[src/hdl/dpl_pkg.sv]
// ----------------------------------------------------------------------------
// dpl_pkg: shared types and constants of the drive power limiter
// Fixed field widths, derived internal widths, class codes, register indexes.
// ----------------------------------------------------------------------------
package dpl_pkg;

    localparam int WHEEL_COUNT = 4;
    localparam int TQ_W        = 16;
    localparam int CFG_W       = 24;
    localparam int LIM_W       = 15;
    localparam int SCALE_W     = 17;
    localparam int IDX_W       = 3;
    localparam int SQ_W        = 31;
    localparam int SUM_W       = SQ_W + $clog2(WHEEL_COUNT);
    localparam int DEN_W       = CFG_W + SUM_W;
    localparam int STERM_W     = DEN_W - 8;
    localparam int USED_W      = STERM_W + 1;
    localparam int QUO_W       = 32;
    localparam int ROOT_W      = QUO_W / 2;
    localparam int REM_W       = ROOT_W + 2;

    localparam logic [SUM_W-1:0]   TORQUE_SQ_FLOOR = SUM_W'(16778);
    localparam logic [SCALE_W-1:0] SCALE_ONE       = SCALE_W'(65536);

    localparam logic [1:0] CLS_PASS   = 2'd0;
    localparam logic [1:0] CLS_ZERO   = 2'd1;
    localparam logic [1:0] CLS_DIVIDE = 2'd2;

    localparam logic [IDX_W-1:0] REG_POWER_BUDGET = 3'd0;
    localparam logic [IDX_W-1:0] REG_TORQUE_COEFF = 3'd1;
    localparam logic [IDX_W-1:0] REG_SPEED_COEFF  = 3'd2;
    localparam logic [IDX_W-1:0] REG_STATIC_LOSS  = 3'd3;
    localparam logic [IDX_W-1:0] REG_TORQUE_LIMIT = 3'd4;
    localparam logic [IDX_W-1:0] REG_MIN_SCALE    = 3'd5;

    typedef logic [WHEEL_COUNT-1:0][TQ_W-1:0] dpl_wheels_t;

    typedef struct packed {
        logic [CFG_W-1:0]   power_budget;
        logic [CFG_W-1:0]   torque_loss_coeff;
        logic [CFG_W-1:0]   speed_loss_coeff;
        logic [CFG_W-1:0]   static_loss;
        logic [LIM_W-1:0]   torque_limit;
        logic [SCALE_W-1:0] min_scale;
    } dpl_cfg_t;

    typedef struct packed {
        logic [1:0]       cls;
        logic             over;
        logic [CFG_W-1:0] num;
        logic [DEN_W-1:0] den;
        dpl_wheels_t      torque;
    } dpl_job_t;

endpackage

[src/hdl/dpl_queue.sv]
// ----------------------------------------------------------------------------
// dpl_queue: short job queue between front and back
// Register FIFO; either side may stall without holding up the other.
// ----------------------------------------------------------------------------
module dpl_queue
    import dpl_pkg::*;
#(
    parameter int WIDTH = 8,
    parameter int DEPTH = 4
)
(
    input  logic             clk,
    input  logic             rst_n,
    input  logic             push_valid,
    output logic             push_ready,
    input  logic [WIDTH-1:0] push_data,
    output logic             pop_valid,
    input  logic             pop_ready,
    output logic [WIDTH-1:0] pop_data
);

    localparam int PTR_W = $clog2(DEPTH);

    logic [WIDTH-1:0] mem_reg [DEPTH];
    logic [PTR_W-1:0] wr_reg, rd_reg;
    logic [PTR_W:0]   count_reg;
    logic             push, pop;

    assign push_ready = count_reg != (PTR_W+1)'(DEPTH);
    assign pop_valid  = count_reg != '0;
    assign pop_data   = mem_reg[rd_reg];
    assign push       = push_valid && push_ready;
    assign pop        = pop_valid && pop_ready;

    always_ff @(posedge clk or negedge rst_n)
    begin
        if (!rst_n)
        begin
            wr_reg    <= '0;
            rd_reg    <= '0;
            count_reg <= '0;
        end
        else
        begin
            if (push)
                wr_reg <= (wr_reg == PTR_W'(DEPTH-1)) ? '0 : wr_reg + 1'b1;
            if (pop)
                rd_reg <= (rd_reg == PTR_W'(DEPTH-1)) ? '0 : rd_reg + 1'b1;
            if (push && !pop)
                count_reg <= count_reg + 1'b1;
            else if (pop && !push)
                count_reg <= count_reg - 1'b1;
        end
    end

    always_ff @(posedge clk)
    begin
        if (push)
            mem_reg[wr_reg] <= push_data;
    end

endmodule

[config.mk]
export PLATFORM = sky130hd
export DESIGN_NAME = dpl_queue
export DESIGN_NICKNAME = d
export VERILOG_FILES = /design/src/hdl/dpl_pkg.sv /design/src/hdl/dpl_queue.sv
export SDC_FILE = /design/constraint.sdc
export NUM_CORES = 1
export LEC_CHECK = 0
export BUFFER_PORTS_ARGS = -buffer_cell sky130_fd_sc_hd__buf_2
export CORE_MARGIN = 2
export CORE_UTILIZATION = 54
export CTS_CLUSTER_SIZE = 16
export DETAILED_ROUTE_END_ITERATION = 8
export GPL_TIMING_DRIVEN = 0
export PLACE_DENSITY = 0.74
export SLEW_MARGIN = 20
export SYNTH_ARGS = -nofsm -noshare
export SYNTH_HDL_FRONTEND = slang
export SYNTH_SLANG_ARGS = --single-unit
[constraint.sdc]
create_clock -name clk -period 2.4 [get_ports clk]
set_clock_uncertainty 0.05 [all_clocks]
set_input_delay 0.24 -clock clk [delete_from_list [all_inputs] [get_ports clk]]
set_output_delay 0.24 -clock clk [all_outputs]
set_load 0.05 [all_outputs]
==> results.json <==
{
  "hp-start": "push_data[3]",
  "dp_slack_ps": 318,
  "switching_share": 0.389,
  "placed_cell_area_mm2": 0.00174,
  "grt_pass1_wl_um": 3860,
  "worstMarginPinSlew_ps": 548,
  "drv_cap": 0,
  "largest_reg_flops": 32,
  "area_delta_synth_final_pct": 15.0,
  "die_x_um": 58.4,
  "start_kind": "flop",
  "hold_path_end": "mem_reg[0][3]",
  "criticalPathCategory": "flop to flop",
  "final_util": 0.661,
  "finalSetupViolations": 0,
  "internal-power_w": 0.00156,
  "synth-xor-area-share": 0.0164,
  "grt_overflow": 0,
  "drive_gt1_frac": 0.422,
  "yosys_warnings": 0,
  "ys_ff_latch": 39,
  "totalWireLength_um": 2370,
  "cp_common_cell": "xor2_1",
  "r2r_start": "count_reg[2]",
  "leakagePower_nw": 0.703,
  "routedWlPerCell_um": 16.9,
  "power_density_mw_per_mm2": 1380,
  "num_antenna_cells": 0,
  "layout_min_cycle_time_ps": 2120,
  "arrival_ps": 2340,
  "synth_area_leaders": "edfxtp_1 (60%), mux4_2 (11%), dfrtp_1 (11%)",
  "cts_root_buf": "clkbuf_4",
  "fin_ws_ps": 280,
  "dieArea_mm2": 0.00341,
  "synthArstFlopShare": 0.179,
  "synth_fa_ha_area_frac": 0.0595,
  "synth_edf_count": 32,
  "synth_top_family_by_area": "multiplexers",
  "p_seq_frac": 0.395,
  "synth.distinct_cells": 18,
  "tns_ps": 0,
  "synth-main-ff-cell": "edfxtp_1",
  "cts_buffers": 5,
  "hold_depth": 1,
  "synth_top_area_share": 0.601,
  "rsz0062_at_grt": "false",
  "r2r_setup_slack_ps": 280,
  "grt_use_total": 0.168,
  "htreeDepth": 2,
  "synth_simple_gate_area_frac": 0.0415,
  "fin_nets": 127,
  "cts_setup_buffers": 0,
  "ios": 22,
  "critPathSlowestCell": "dfrtp_1",
  "n_fill_cell": 209,
  "netlist_area_mm2": 0.00160,
  "min_period_over_period": 0.883,
  "gp_congestion": 0.672,
  "drt-initial-drc-count": 22,
  "slew_headroom": 0.634,
  "end_kind": "flop",
  "path_cells": "or3_4 > nand2_4 > ha_1 > inv_1 > fa_1 > xor2_1 > nor2_1 > xor2_1",
  "crit_fanout": 4,
  "grt_max_degree": 13,
  "critPathMaxStageDelay_ps": 450,
  "first_pass_iters": 4,
  "outcome": "finished, final reports clean",
  "fp-row-count": 19,
  "synth.area.mux_share": 0.153,
  "syn-num-nets": 98,
  "hold_slack_ps": 53.8,
  "ir_drop_v": 0.000996,
  "start_util": 0.575,
  "avgViaCountPerCell": 5.50,
  "portBuffers": 21,
  "drv_slew": 0,
  "hold_path.class": "input pin to flop",
  "mostFrequentLayoutCell": "edfxtp_1",
  "fmax_mhz": 472,
  "power_frac_clock": 0.177,
  "die_h_um": 58.4,
  "cts_tree": "built",
  "pwr-share-comb": 0.428,
  "critical_path_required_ps": 2620,
  "remaining_drc_errors": 0,
  "rr_worst_depth": 8,
  "clockBufferDepth": 2,
  "final-hold-violation-count": 0,
  "yosysSeqAreaShare": 0.710,
  "clk_latency_ps": 330,
  "final_cell_area_mm2": 0.00184,
  "yosysTopAreaCell": "edfxtp_1",
  "drtAntennaViolNets": 0,
  "layout_common_cells": "edfxtp_1 (32), buf_2 (22), mux4_2 (8)",
  "path_clk_slew_ps": 110,
  "p_switching_w": 0.000990,
  "syn_avg_cell_area_um2": 20.2,
  "antenna_found_initial": 0,
  "r2r-end": "count_reg[2]",
  "core-area_mm2": 0.00278,
  "dp_hpwl_um": 1630,
  "grt_pass1_vias": 812,
  "synth_compound_area_frac": 0.00704,
  "cts-resized-gates": 0,
  "vias": 770,
  "syn_inst": 79,
  "cts_sinks": 39
}
layout make-up:
cell class,instances,area [um2],area share
clock buffers,6,51.3,0.0279
inverters,3,11.3,0.00612
multi-input cells,35,443,0.241
clock inverters,2,35.0,0.0190
repair buffers,22,115,0.0626
well taps,31,38.8,0.0211
flip-flops and latches,39,1140,0.618
plain buffers,2,8.76,0.00476
through the flow:
| step | total power (W) | instances |
|---|---|---|
| floorplan | 0.00189 | 79 |
| global placement | 0.00208 | 131 |
| detailed placement | 0.00213 | 131 |
| CTS | 0.00258 | 140 |
| global route | 0.00271 | 140 |
| finish | 0.00255 | 140 |
routing by layer:
metal | vias to the layer above | routed length [um] | global-route usage
li1 | 357 | - | -
met1 | 390 | 984 | 0.202
met2 | 18 | 1200 | 0.262
met3 | 5 | 133 | 0.0725
met4 | 0 | 44 | 0.0797
met5 | - | 0 | 0
synth_stat cells, types with 2 or more instances:
cell type / n
edfxtp_1: 32
mux4_2: 8
dfrtp_1: 7
ha_1: 6
and2_1: 4
nor2_1: 4
inv_1: 3
mux2_2: 3
mux2_4: 2
xor2_1: 2
worst max path at each step:
stage / start / end
finish: count_reg[2] / count_reg[2]
global route: count_reg[0] / count_reg[2]
CTS: rd_reg[0] / pop_data[1]
detailed placement: count_reg[2] / count_reg[2]
global placement: count_reg[0] / count_reg[2]
floorplan: count_reg[2] / count_reg[2]
logic make-up (layout without fill, tap and decap cells):
group	count (synthesis)	after routing
flip-flops	39	39
multiplexers	13	13
AND/OR/NAND/NOR	11	11
adder cells (fa/ha/maj)	7	7
buffers and inverters	5	35
XOR/XNOR	3	3
AO/OA/AOI/OAI	1	1
critical path, delay by kind of cell (launching register included):
family | cells | cell delay, ps
xor gates and xnor gates | 2 | 300
adders and majority gates | 2 | 550
buffers and inverters | 1 | 60
DFF | 1 | 450
and+or+nand+nor | 3 | 630
power by group through the flow:
stage	sequential (W)	combinational, W	clock, W
after floorplan	0.000995	0.000894	0
after global placement	0.00101	0.00107	0
after detailed placement	0.00102	0.00111	0
after CTS	0.00101	0.00111	0.000461
after global routing	0.00103	0.00119	0.000494
final	0.00101	0.00109	0.000450
what timing repair did:
action / CTS / global route
endpoints found under the setup margin: 0 / 0
hold buffers: 1 / 0
endpoints found under the hold margin: 7 / 0
Note: power is estimated with default switching activity, not from simulation.
